===== config.mk =====
export PLATFORM = sky130hd
export DESIGN_NAME = counting_semaphore_wait_queue_flat
export DESIGN_NICKNAME = d
export VERILOG_FILES = /design/src/rtl/core/csq_pkg.sv /design/src/rtl/core/csq_req_if.sv /design/src/rtl/core/csq_rsp_if.sv /design/src/rtl/core/counting_semaphore_wait_queue.sv /design/src/rtl/core/csq_ram.sv /design/src/rtl/core/csq_queue.sv /design/src/flat_wrapper.sv
export SDC_FILE = /design/constraint.sdc
export NUM_CORES = 1
export LEC_CHECK = 0
export ABC_AREA = 0
export CAP_MARGIN = 20
export CORE_MARGIN = 2
export CORE_UTILIZATION = 30
export DETAILED_ROUTE_END_ITERATION = 7
export DONT_BUFFER_PORTS = 1
export PLACE_DENSITY = 0.45
export SYNTH_ARGS = -nofsm -noshare
export SYNTH_HDL_FRONTEND = slang
export SYNTH_SLANG_ARGS = --single-unit

===== constraint.sdc =====
create_clock -name clock -period 4.8 [get_ports clock]
set_input_delay 0 -clock clock [delete_from_list [all_inputs] [get_ports clock]]
set_output_delay 0 -clock clock [all_outputs]
set_load 0.03 [all_outputs]

===== src/rtl/core/csq_pkg.sv =====
package csq_pkg;

   localparam int unsigned QUEUE_DEPTH = 16;
   localparam int unsigned ID_W        = 4;
   localparam int unsigned IDX_W       = (QUEUE_DEPTH > 1) ? $clog2(QUEUE_DEPTH) : 1;
   localparam int unsigned FILL_W      = $clog2(QUEUE_DEPTH + 1);
   localparam int unsigned COUNT_W     = 9;
   localparam int unsigned INIT_W      = 8;

   localparam logic signed [COUNT_W-1:0] COUNT_MAX   = 9'sd255;
   localparam logic signed [COUNT_W-1:0] COUNT_RESET = 9'sd1;

   typedef enum logic [0:0] {
      FUNC_ACQUIRE = 1'b0,
      FUNC_RELEASE = 1'b1
   } func_type;

   typedef enum logic [1:0] {
      STATUS_OK       = 2'd0,
      STATUS_FULL     = 2'd1,
      STATUS_OVERFLOW = 2'd2
   } status_type;

   typedef enum logic [0:0] {
      ST_IDLE = 1'b0,
      ST_WAKE = 1'b1
   } state_type;

   typedef struct packed {
      logic            clear;
      logic            push;
      logic            pop;
      logic [ID_W-1:0] push_id;
   } queue_ctrl_type;

   typedef struct packed {
      logic            full;
      logic            nonempty;
      logic [ID_W-1:0] head_id;
   } queue_stat_type;

endpackage


===== src/rtl/core/csq_req_if.sv =====
interface csq_req_if;
   import csq_pkg::*;

   logic            valid;
   logic            ready;
   logic [0:0]      func;
   logic [ID_W-1:0] requester_id;

   modport source (output valid, output func, output requester_id, input ready);
   modport sink (input valid, input func, input requester_id, output ready);
endinterface


===== src/rtl/core/csq_rsp_if.sv =====
interface csq_rsp_if;
   import csq_pkg::*;

   logic               valid;
   logic               ready;
   logic               granted;
   logic               queued;
   logic               wake_valid;
   logic [ID_W-1:0]    wake_id;
   logic [1:0]         status;
   logic [COUNT_W-1:0] count_now;

   modport source (output valid, output granted, output queued, output wake_valid,
                   output wake_id, output status, output count_now, input ready);
   modport sink (input valid, input granted, input queued, input wake_valid,
                 input wake_id, input status, input count_now, output ready);
endinterface


===== src/rtl/core/counting_semaphore_wait_queue.sv =====
// Counting semaphore with a first-in-first-out queue of waiting requesters.
// req_chan carries one operation per beat: func 0 acquires, func 1 releases;
// requester_id names the thread that acquires. rsp_chan returns one beat per
// request with granted / queued / wake_valid / wake_id, a status code and the
// count after the operation.
// Writing csr_wr_data with csr_wr_en high reloads the count and empties the
// queue; do so only while no request is in flight.
// Latency: a response is registered in the cycle after its request is taken;
// a release that wakes a waiter passes through ST_WAKE first, since the waiter
// id comes out of the registered read port of the id memory.
// Throughput: one request per cycle while responses are taken; a waking release
// blocks new requests while ST_WAKE waits for that memory read.
// A new request is taken while the previous response is being handed off.
// If the receiver stalls, the response register holds and req_chan.ready
// drops until it is taken.
// Reset (synchronous) sets the count to one and empties the queue; the id
// memory itself is not cleared.
module counting_semaphore_wait_queue (
   input  logic                       clock,
   input  logic                       reset,
   csq_req_if.sink                    req_chan,
   csq_rsp_if.source                  rsp_chan,
   input  logic                       csr_wr_en,
   input  logic [csq_pkg::INIT_W-1:0] csr_wr_data
);
   import csq_pkg::*;

   state_type                  state_ff, state_in;
   logic signed [COUNT_W-1:0]  count_ff, count_in;
   logic                       rsp_valid_ff, rsp_valid_in;
   logic                       granted_ff, granted_in;
   logic                       queued_ff, queued_in;
   logic                       wake_valid_ff, wake_valid_in;
   logic [ID_W-1:0]            wake_id_ff, wake_id_in;
   status_type                 status_ff, status_in;
   logic signed [COUNT_W-1:0]  count_now_ff, count_now_in;

   logic                       free;
   logic                       accept;
   logic signed [COUNT_W-1:0]  count_dec;
   logic signed [COUNT_W-1:0]  count_inc;
   queue_ctrl_type             qctrl;
   queue_stat_type             qstat;

   csq_queue u_queue (
      .clock (clock),
      .reset (reset),
      .ctrl  (qctrl),
      .stat  (qstat)
   );

   assign free      = (state_ff == ST_IDLE) && (!rsp_valid_ff || rsp_chan.ready);
   assign accept    = free && req_chan.valid;
   assign count_dec = count_ff - 9'sd1;
   assign count_inc = count_ff + 9'sd1;

   always_comb begin
      state_in      = state_ff;
      count_in      = count_ff;
      rsp_valid_in  = rsp_valid_ff;
      granted_in    = granted_ff;
      queued_in     = queued_ff;
      wake_valid_in = wake_valid_ff;
      wake_id_in    = wake_id_ff;
      status_in     = status_ff;
      count_now_in  = count_now_ff;
      qctrl.clear   = 1'b0;
      qctrl.push    = 1'b0;
      qctrl.pop     = 1'b0;
      qctrl.push_id = req_chan.requester_id;

      if (rsp_valid_ff && rsp_chan.ready) begin
         rsp_valid_in = 1'b0;
      end

      unique case (state_ff)
         ST_IDLE: begin
            if (accept) begin
               granted_in    = 1'b0;
               queued_in     = 1'b0;
               wake_valid_in = 1'b0;
               wake_id_in    = '0;
               status_in     = STATUS_OK;
               rsp_valid_in  = 1'b1;
               if (req_chan.func == FUNC_ACQUIRE) begin
                  if (qstat.full) begin
                     status_in = STATUS_FULL;
                  end else begin
                     count_in = count_dec;
                     if (count_dec >= 0) begin
                        granted_in = 1'b1;
                     end else begin
                        queued_in  = 1'b1;
                        qctrl.push = 1'b1;
                     end
                  end
               end else begin
                  if (count_ff >= COUNT_MAX) begin
                     status_in = STATUS_OVERFLOW;
                  end else begin
                     count_in = count_inc;
                     if (count_inc <= 0 && qstat.nonempty) begin
                        // waiter id arrives from memory next cycle
                        wake_valid_in = 1'b1;
                        qctrl.pop     = 1'b1;
                        rsp_valid_in  = 1'b0;
                        state_in      = ST_WAKE;
                     end
                  end
               end
               count_now_in = count_in;
            end
         end
         ST_WAKE: begin
            wake_id_in   = qstat.head_id;
            rsp_valid_in = 1'b1;
            state_in     = ST_IDLE;
         end
         default: begin
            state_in = ST_IDLE;
         end
      endcase

      if (csr_wr_en) begin
         count_in    = $signed({1'b0, csr_wr_data});
         qctrl.clear = 1'b1;
      end
   end

   always_ff @(posedge clock) begin
      if (reset) begin
         state_ff     <= ST_IDLE;
         count_ff     <= COUNT_RESET;
         rsp_valid_ff <= 1'b0;
      end else begin
         state_ff     <= state_in;
         count_ff     <= count_in;
         rsp_valid_ff <= rsp_valid_in;
      end
   end

   always_ff @(posedge clock) begin
      granted_ff    <= granted_in;
      queued_ff     <= queued_in;
      wake_valid_ff <= wake_valid_in;
      wake_id_ff    <= wake_id_in;
      status_ff     <= status_in;
      count_now_ff  <= count_now_in;
   end

   assign req_chan.ready      = free;
   assign rsp_chan.valid      = rsp_valid_ff;
   assign rsp_chan.granted    = granted_ff;
   assign rsp_chan.queued     = queued_ff;
   assign rsp_chan.wake_valid = wake_valid_ff;
   assign rsp_chan.wake_id    = wake_id_ff;
   assign rsp_chan.status     = status_ff;
   assign rsp_chan.count_now  = count_now_ff;
endmodule


===== src/rtl/core/csq_ram.sv =====
module csq_ram #(
   parameter int unsigned WIDTH  = 4,
   parameter int unsigned DEPTH  = 16,
   parameter int unsigned ADDR_W = (DEPTH > 1) ? $clog2(DEPTH) : 1
) (
   input  logic              clock,
   input  logic              wr_en,
   input  logic [ADDR_W-1:0] wr_addr,
   input  logic [WIDTH-1:0]  wr_data,
   input  logic [ADDR_W-1:0] rd_addr,
   output logic [WIDTH-1:0]  rd_data
);
   logic [WIDTH-1:0] mem_ff [DEPTH];
   logic [WIDTH-1:0] rd_data_ff;

   always_ff @(posedge clock) begin
      if (wr_en) begin
         mem_ff[wr_addr] <= wr_data;
      end
      rd_data_ff <= mem_ff[rd_addr];
   end

   assign rd_data = rd_data_ff;
endmodule


===== src/rtl/core/csq_queue.sv =====
module csq_queue (
   input  logic                    clock,
   input  logic                    reset,
   input  csq_pkg::queue_ctrl_type ctrl,
   output csq_pkg::queue_stat_type stat
);
   import csq_pkg::*;

   logic [IDX_W-1:0]  head_ff, head_in;
   logic [IDX_W-1:0]  tail_ff, tail_in;
   logic [FILL_W-1:0] fill_ff, fill_in;
   logic [ID_W-1:0]   rd_id;

   function automatic logic [IDX_W-1:0] wrap_next(input logic [IDX_W-1:0] idx);
      if (idx == IDX_W'(QUEUE_DEPTH - 1)) begin
         return '0;
      end
      return idx + IDX_W'(1);
   endfunction

   // the head entry is always being read through a registered port, so a pop finds it in the next cycle
   csq_ram #(.WIDTH(ID_W), .DEPTH(QUEUE_DEPTH)) u_ids (
      .clock   (clock),
      .wr_en   (ctrl.push),
      .wr_addr (tail_ff),
      .wr_data (ctrl.push_id),
      .rd_addr (head_ff),
      .rd_data (rd_id)
   );

   always_comb begin
      head_in = head_ff;
      tail_in = tail_ff;
      fill_in = fill_ff;
      if (ctrl.clear) begin
         head_in = '0;
         tail_in = '0;
         fill_in = '0;
      end else if (ctrl.push) begin
         tail_in = wrap_next(tail_ff);
         fill_in = fill_ff + FILL_W'(1);
      end else if (ctrl.pop) begin
         head_in = wrap_next(head_ff);
         fill_in = fill_ff - FILL_W'(1);
      end
   end

   always_ff @(posedge clock) begin
      if (reset) begin
         head_ff <= '0;
         tail_ff <= '0;
         fill_ff <= '0;
      end else begin
         head_ff <= head_in;
         tail_ff <= tail_in;
         fill_ff <= fill_in;
      end
   end

   assign stat.full     = (fill_ff == FILL_W'(QUEUE_DEPTH));
   assign stat.nonempty = (fill_ff != '0);
   assign stat.head_id  = rd_id;
endmodule


===== src/flat_wrapper.sv =====
// flat-port wrapper written by rule: the top's interface ports become plain ports
module counting_semaphore_wait_queue_flat import csq_pkg::*;
  (clock, reset, csr_wr_en, csr_wr_data, req_chan_valid, req_chan_func, req_chan_requester_id, req_chan_ready, rsp_chan_valid, rsp_chan_granted, rsp_chan_queued, rsp_chan_wake_valid, rsp_chan_wake_id, rsp_chan_status, rsp_chan_count_now, rsp_chan_ready);
  csq_req_if req_chan_i ();
  csq_rsp_if rsp_chan_i ();
  input  logic clock;
  input  logic reset;
  input  logic csr_wr_en;
  input  logic [csq_pkg::INIT_W-1:0] csr_wr_data;
  input wire logic [$bits(req_chan_i.valid)-1:0] req_chan_valid;
  input wire logic [$bits(req_chan_i.func)-1:0] req_chan_func;
  input wire logic [$bits(req_chan_i.requester_id)-1:0] req_chan_requester_id;
  output wire logic [$bits(req_chan_i.ready)-1:0] req_chan_ready;
  output wire logic [$bits(rsp_chan_i.valid)-1:0] rsp_chan_valid;
  output wire logic [$bits(rsp_chan_i.granted)-1:0] rsp_chan_granted;
  output wire logic [$bits(rsp_chan_i.queued)-1:0] rsp_chan_queued;
  output wire logic [$bits(rsp_chan_i.wake_valid)-1:0] rsp_chan_wake_valid;
  output wire logic [$bits(rsp_chan_i.wake_id)-1:0] rsp_chan_wake_id;
  output wire logic [$bits(rsp_chan_i.status)-1:0] rsp_chan_status;
  output wire logic [$bits(rsp_chan_i.count_now)-1:0] rsp_chan_count_now;
  input wire logic [$bits(rsp_chan_i.ready)-1:0] rsp_chan_ready;
  assign req_chan_i.valid = req_chan_valid;
  assign req_chan_i.func = req_chan_func;
  assign req_chan_i.requester_id = req_chan_requester_id;
  assign req_chan_ready = req_chan_i.ready;
  assign rsp_chan_valid = rsp_chan_i.valid;
  assign rsp_chan_granted = rsp_chan_i.granted;
  assign rsp_chan_queued = rsp_chan_i.queued;
  assign rsp_chan_wake_valid = rsp_chan_i.wake_valid;
  assign rsp_chan_wake_id = rsp_chan_i.wake_id;
  assign rsp_chan_status = rsp_chan_i.status;
  assign rsp_chan_count_now = rsp_chan_i.count_now;
  assign rsp_chan_i.ready = rsp_chan_ready;
  counting_semaphore_wait_queue u_core (.clock(clock), .reset(reset), .req_chan(req_chan_i), .rsp_chan(rsp_chan_i), .csr_wr_en(csr_wr_en), .csr_wr_data(csr_wr_data));
endmodule

== After elaboration in Yosys (flattened, before gate mapping) ==
Memory sizes are Yosys's and may differ from the RTL's. A register that Yosys moved wholly into a read port is not among the register bits.
Cells that the tools add are included.

* Flip-flop bits (word level): 42
* Bits in writable memories: 64
* Input port bits: 18
* Output and inout bits: 20
* Memories kept: 1

{| class="wikitable"
|+ Memory list
! name !! depth !! width !! rd ports !! clocked after memory_dff !! write ports !! line !! text
|-
| u_core.u_queue.u_ids.mem_ff || 16 || 4 || 1 || 1 || 1 || csq_ram.sv:13 || <nowiki>logic [WIDTH-1:0] mem_ff [DEPTH];</nowiki>
|}

* Add/subtract/negate cells: 6
* Order comparisons: 3
* Eq/ne operators: 6
* Mux-type cells: 44
* Bitwise operators: 2
* Reductions and logical operators: 15

{| class="wikitable"
|+ Operators with widths
! kind !! number
|-
| two-way mux 9 bit || 3
|-
| two-way mux 1 bit || 24
|-
| two-way mux 8 bit || 3
|-
| two-way mux 4 bit || 5
|-
| two-way mux 5 bit || 2
|-
| adder 9 x 2 -> 9 bit, second input constant || 1
|-
| >= comparator 9 x 1 -> 1 bit, second input constant || 1
|-
| >= comparator 9 bit, second input constant || 1
|-
| less-or-equal comparator 9 x 1 -> 1 bit, second input constant || 1
|-
| subtractor 9 x 2 -> 9 bit, second input constant || 1
|-
| adder 4 x 1 -> 4 bit, second input constant || 2
|-
| equality test 4 bit, second input constant || 2
|-
| two-way mux 2 bit || 4
|-
| one-hot mux 4 bit (2 select lines) || 1
|-
| AND reduction 2 bit || 3
|-
| OR reduction 2 bit || 3
|-
| adder 5 x 1 -> 5 bit, second input constant || 1
|-
| equality test 5 bit, second input constant || 1
|-
| nonzero test 5 bit || 1
|-
| subtractor 5 x 1 -> 5 bit, second input constant || 1
|-
| logical AND 1 bit || 4
|-
| one-hot mux 1 bit (2 select lines) || 2
|-
| nonzero test 2 bit || 2
|-
| inequality test 3 x 2 -> 1 bit, second input constant || 1
|-
| 5 further kinds || 6
|}

== Logic depth before layout (Yosys ltp) ==
* Depth in word-level cells: 12
* Depth in mapped cells: 12
* Depth with buffers taken out: 12

== Hierarchy ==
From an unflattened synthesis, not the netlist that was laid out.

* Cell total of the unflattened synthesis: 424
* Area, all modules: 5268.8 um2

{| class="wikitable"
|+ Modules (own cells, without submodules)
! module !! times used !! cells each !! area an instance (um2) !! sequential area each (um2)
|-
| csq_ram || 1 || 130 || 2666.3 || 2001.9
|-
| counting_semaphore_wait_queue || 1 || 211 || 1918.1 || 760.7
|-
| csq_queue || 1 || 83 || 684.4 || 260.2
|}

== Worst setup path after synthesis ==
OpenSTA, ideal clock, no wires.

* Path type: register -> register
* From: reg u_core.rsp_valid_ff, in the netlist u_core.rsp_chan.valid
* To: reg u_core.u_queue.fill_ff[4]
* Library setup time: 0.072 ns
* Arrival: 2.818 ns
* Required time: 4.728 ns
* Setup slack: 1.911 ns
* Cell stages (with the launch flop): 10
* Clock period less this slack: 2.889 ns
* Cell sequence: dfxtp_1 -> a21oi_1 -> nand2_1 -> nor3_1 -> inv_1 -> fa_1 -> a21o_1 -> a21oi_1 -> mux2i_1 -> mux2i_1

* Longest elaborated chain between the ends: 7
* Elaborated cells between the ends (all ways): 8

{| class="wikitable"
|+ RTL lines
! item !! line !! text
|-
| start, declared || counting_semaphore_wait_queue.sv:30 || <nowiki>logic rsp_valid_ff, rsp_valid_in;</nowiki>
|-
| start signal, assigned || counting_semaphore_wait_queue.sv:138 || <nowiki>rsp_valid_ff <= rsp_valid_in;</nowiki>
|-
| logical NOT 1 bit * || counting_semaphore_wait_queue.sv:52 || <nowiki>assign free = (state_ff == ST_IDLE) && (!rsp_valid_ff || rsp_chan.ready);</nowiki>
|-
| logical OR 1 bit * || counting_semaphore_wait_queue.sv:52 ||
|-
| logical AND 1 bit * || counting_semaphore_wait_queue.sv:52 ||
|-
| net req_chan_ready || flat_wrapper.sv:13 || <nowiki>output wire logic [$bits(req_chan_i.ready)-1:0] req_chan_ready;</nowiki>
|-
| logical AND 1 bit * || counting_semaphore_wait_queue.sv:53 || <nowiki>assign accept = free && req_chan.valid;</nowiki>
|-
| two-way mux 2 bit * || counting_semaphore_wait_queue.sv:78 || <nowiki>if (accept) begin</nowiki>
|-
| two-way mux 2 bit * || counting_semaphore_wait_queue.sv:76 || <nowiki>unique case (state_ff)</nowiki>
|-
| two-way mux 5 bit or nonzero test 2 bit (tied branches) || n/a ||
|-
| end signal, assigned || csq_queue.sv:56 || <nowiki>fill_ff <= fill_in;</nowiki>
|-
| end, declared || csq_queue.sv:11 || <nowiki>logic [FILL_W-1:0] fill_ff, fill_in;</nowiki>
|}

The timed path passes the listed nets; every way through them passes the cells marked *.
A chain may end at the register's enable or synchronous reset.

== Worst setup path in the final report ==
Ends and elaborated chain as after synthesis.

==> results.sh <==
export IMPL_cts_tree="done"
export IMPL_synth_area_leaders="edfxtp_1 49%, dfxtp_1 11%, mux4_2 8.9%"
export IMPL_drtPass1Iterations=4
export IMPL_first_iter_violations=191
export IMPL_status="finished clean"
export IMPL_finalPower_mw=1.940
export IMPL_area_growth_pct=12.98
export IMPL_synth_edf_count=82
export IMPL_syn_area_um2=5042
export IMPL_setup_viol=0
export IMPL_synth_top_area_frac=0.4883
export IMPL_rsz0062_at_grt="false"
export IMPL_cp_required_ns=5.08
export IMPL_timing_final_crit_share=0.7206
export IMPL_tightest_slew_ns=0.9140
export IMPL_final_max_slew_viol_count=0
export IMPL_clkSlewWorstSetupHoldPaths_ns=0.07
export IMPL_yosys_warnings=0
export IMPL_yosys_area_top_type="edfxtp_1"
export IMPL_layout_cells_non_filler=606
export IMPL_drt_total_wl_mm=10.36
export IMPL_slew_headroom=0.3898
export IMPL_n_antenna_cell=0
export IMPL_place_gp_congestion=0.7707
export IMPL_fin_area_um2=5697
export IMPL_hp_class="primary input to flip-flop"
export IMPL_fin_skew_ns=0.005634
export IMPL_crit_type="flip-flop to flip-flop"
export IMPL_cts_buffer_depth=2
export IMPL_dp_hpwl_mm=7.381
export IMPL_synth_seq_cells=110
export IMPL_synth_cells=370
export IMPL_maxCapViolCount=0
export IMPL_grt_pass1_wl_mm=16.73
export IMPL_placed_cell_area_um2=5238
export IMPL_yosys_top_cells_count="82 x edfxtp_1, 35 x nor2_1, 28 x dfxtp_1"
export IMPL_synth_avg_cell_area_um2=13.63
export IMPL_ir_drop_mv=0.1784
export IMPL_yosysSeqAreaShare=0.5995
export IMPL_die_height_um=133.6
export IMPL_antenna_found_initial=0
export IMPL_post_drt_via_cell_ratio=4.889
export IMPL_cts_buffers=9
export IMPL_cp_data_arrival_time_ns=3.74
export IMPL_initial_core_util=0.3051
export IMPL_finish_utilization=0.3447
export IMPL_async_reset_ff_frac=0
export IMPL_synth_fp_nets=401
export IMPL_drive_gt1_frac=0.1295
export IMPL_end_kind="flip-flop"
export IMPL_grt_use_total=0.1237
export IMPL_htreeDepth=3
export IMPL_clock_sinks=110
export IMPL_fmax_mhz=289.1
export IMPL_yosysMostFrequentCell="edfxtp_1"
export IMPL_wire_per_inst_um=17.09
export IMPL_startpoint_type="flip-flop"
export IMPL_cp_max_fo=15
export IMPL_post_cts_buffers=0
export IMPL_r2r_slack_ns=1.34
export IMPL_num_rows=47
export IMPL_grt_pass1_vias=3019
export IMPL_io_pin_count=38
export IMPL_cts_root_buf="clkbuf_16"
export IMPL_dieArea_um2=17860
export IMPL_vias=2963
export IMPL_core_area_um2=16520
export IMPL_grt_max_degree=20
export IMPL_synthFlopType="edfxtp_1"
export IMPL_post_place_cells=574
export IMPL_post_cts_resized=0
export IMPL_portBuffers=0
export IMPL_finalHoldViolCount=0
export IMPL_nets=412
export IMPL_p_leak_nw=1.904
export IMPL_power_density_nw_per_um2=340.5
export IMPL_insertion_delay_ns=0.35
export IMPL_drtAntennaViolNets=0
export IMPL_remaining_drc_errors=0
export IMPL_die_w_um=133.6
export IMPL_tns_ns=0
export IMPL_ys_types=60
export IMPL_overflow=0
export IMPL_min_period_ns=3.459
## worst paths after layout
| check | start | to | cells after the start |
|---|---|---|---|
| max | u_core.rsp_chan.valid | u_core.u_queue.fill_ff[4] | 10 |
| min | req_chan_func | u_core.rsp_chan.granted | 2 |
| max reg2reg | u_core.rsp_chan.valid | u_core.u_queue.fill_ff[4] | 10 |
| min reg2reg | u_core.u_queue.u_ids.rd_data[0] | u_core.rsp_chan.wake_id[0] | 1 |
## worst max-delay path: stages (launching register included)
cell and delay (ns):
dfxtp_1 0.41, a21oi_1 0.65, nand2_1 0.52, nor3_1 0.26
buf_4 0.22, inv_1 0.12, fa_1 0.41, a21o_1 0.18
a21oi_1 0.18, mux2i_1 0.25, mux2i_1 0.19
## cell usage in the layout, fill, tap and decap left out, drive strengths merged, types with 2 or more instances in the layout
master       netlist  layout
and3               5       5
and2               8       8
nand2b             6       6
a211oi             5       5
inv               15      17
o21ai              7       7
mux2               2       2
dfxtp             28      28
mux4              20      20
nor2              35      35
a31oi              4       4
o31ai              2       2
clkbuf            12      10
ha                12      12
o211ai             4       4
dlygate4sd3        0      16
o21a               3       3
xor2               6       6
edfxtp            82      82
nand4              3       3
buf                7       3
nand2             17      17
nor3              11      11
or3                5       5
mux2i              8       8
a311oi             4       4
nor4               5       5
nand3              8       8
xnor2              9       9
clkinv             1       4
a21oi             14      14
a21o               4       4
## cells by family after synthesis
| kind of cell | synth area share |
|---|---|
| simple gates | 0.1104 |
| buf+inv | 0.03225 |
| compound gates | 0.08834 |
| xor+xnor | 0.02606 |
| fa+ha+maj | 0.03375 |
| mux | 0.1097 |
| flops | 0.5995 |
## per-stage QoR
step	worst slack [ns]	hold slack [ns]
after global placement	1.397	0.07364
after floorplan	1.911	0.09887
final	1.341	0.07013
after CTS	1.339	0.04375
after global routing	1.055	0.06421
after detailed placement	1.391	0.07540
## metal layers
layer / part of all wire / vias to the layer above / GRT usage
li1: - / 1423 / -
met1: 0.46 / 1449 / 0.1614
met2: 0.47 / 77 / 0.1982
met3: 0.052 / 14 / 0.03691
met4: 0.016 / 0 / 0.03960
met5: 0 / - / 0
## layout make-up
class / count / area, um2
sequential: 110 / 3023
multi-input combinational: 225 / 1857
clock inverter: 6 / 70.07
inverter: 16 / 60.06
fill: 1601 / 10830
timing repair buffer: 19 / 182.7
clock buffer: 10 / 229.0
tap: 220 / 275.3
## flip-flops by register name (all words and copies together) (netlist names), 2 cells and up
register and cells:
u_core.rsp_chan.wake_id 4, u_core.u_queue.fill_ff 5, u_core.u_queue.u_ids.mem_ff 64, u_core.rsp_chan.status 2, u_core.u_queue.head_ff 4, u_core.rsp_chan.count_now 9, u_core.u_queue.tail_ff 4, u_core.u_queue.u_ids.rd_data 4
u_core.count_ff 9
## timing repair
item	in CTS	in global routing
hold buffers	16	0
endpoints found under the setup margin	0	0
hold endpoints to repair	78	0
## power by group
part	leakage, nW	switching (mW)	internal (mW)
combinational	0.770	0.0633	0.0413
clock	0.148	0.341	0.411
sequential	0.986	0.0413	1.04
(Power assumes the default switching activity.)
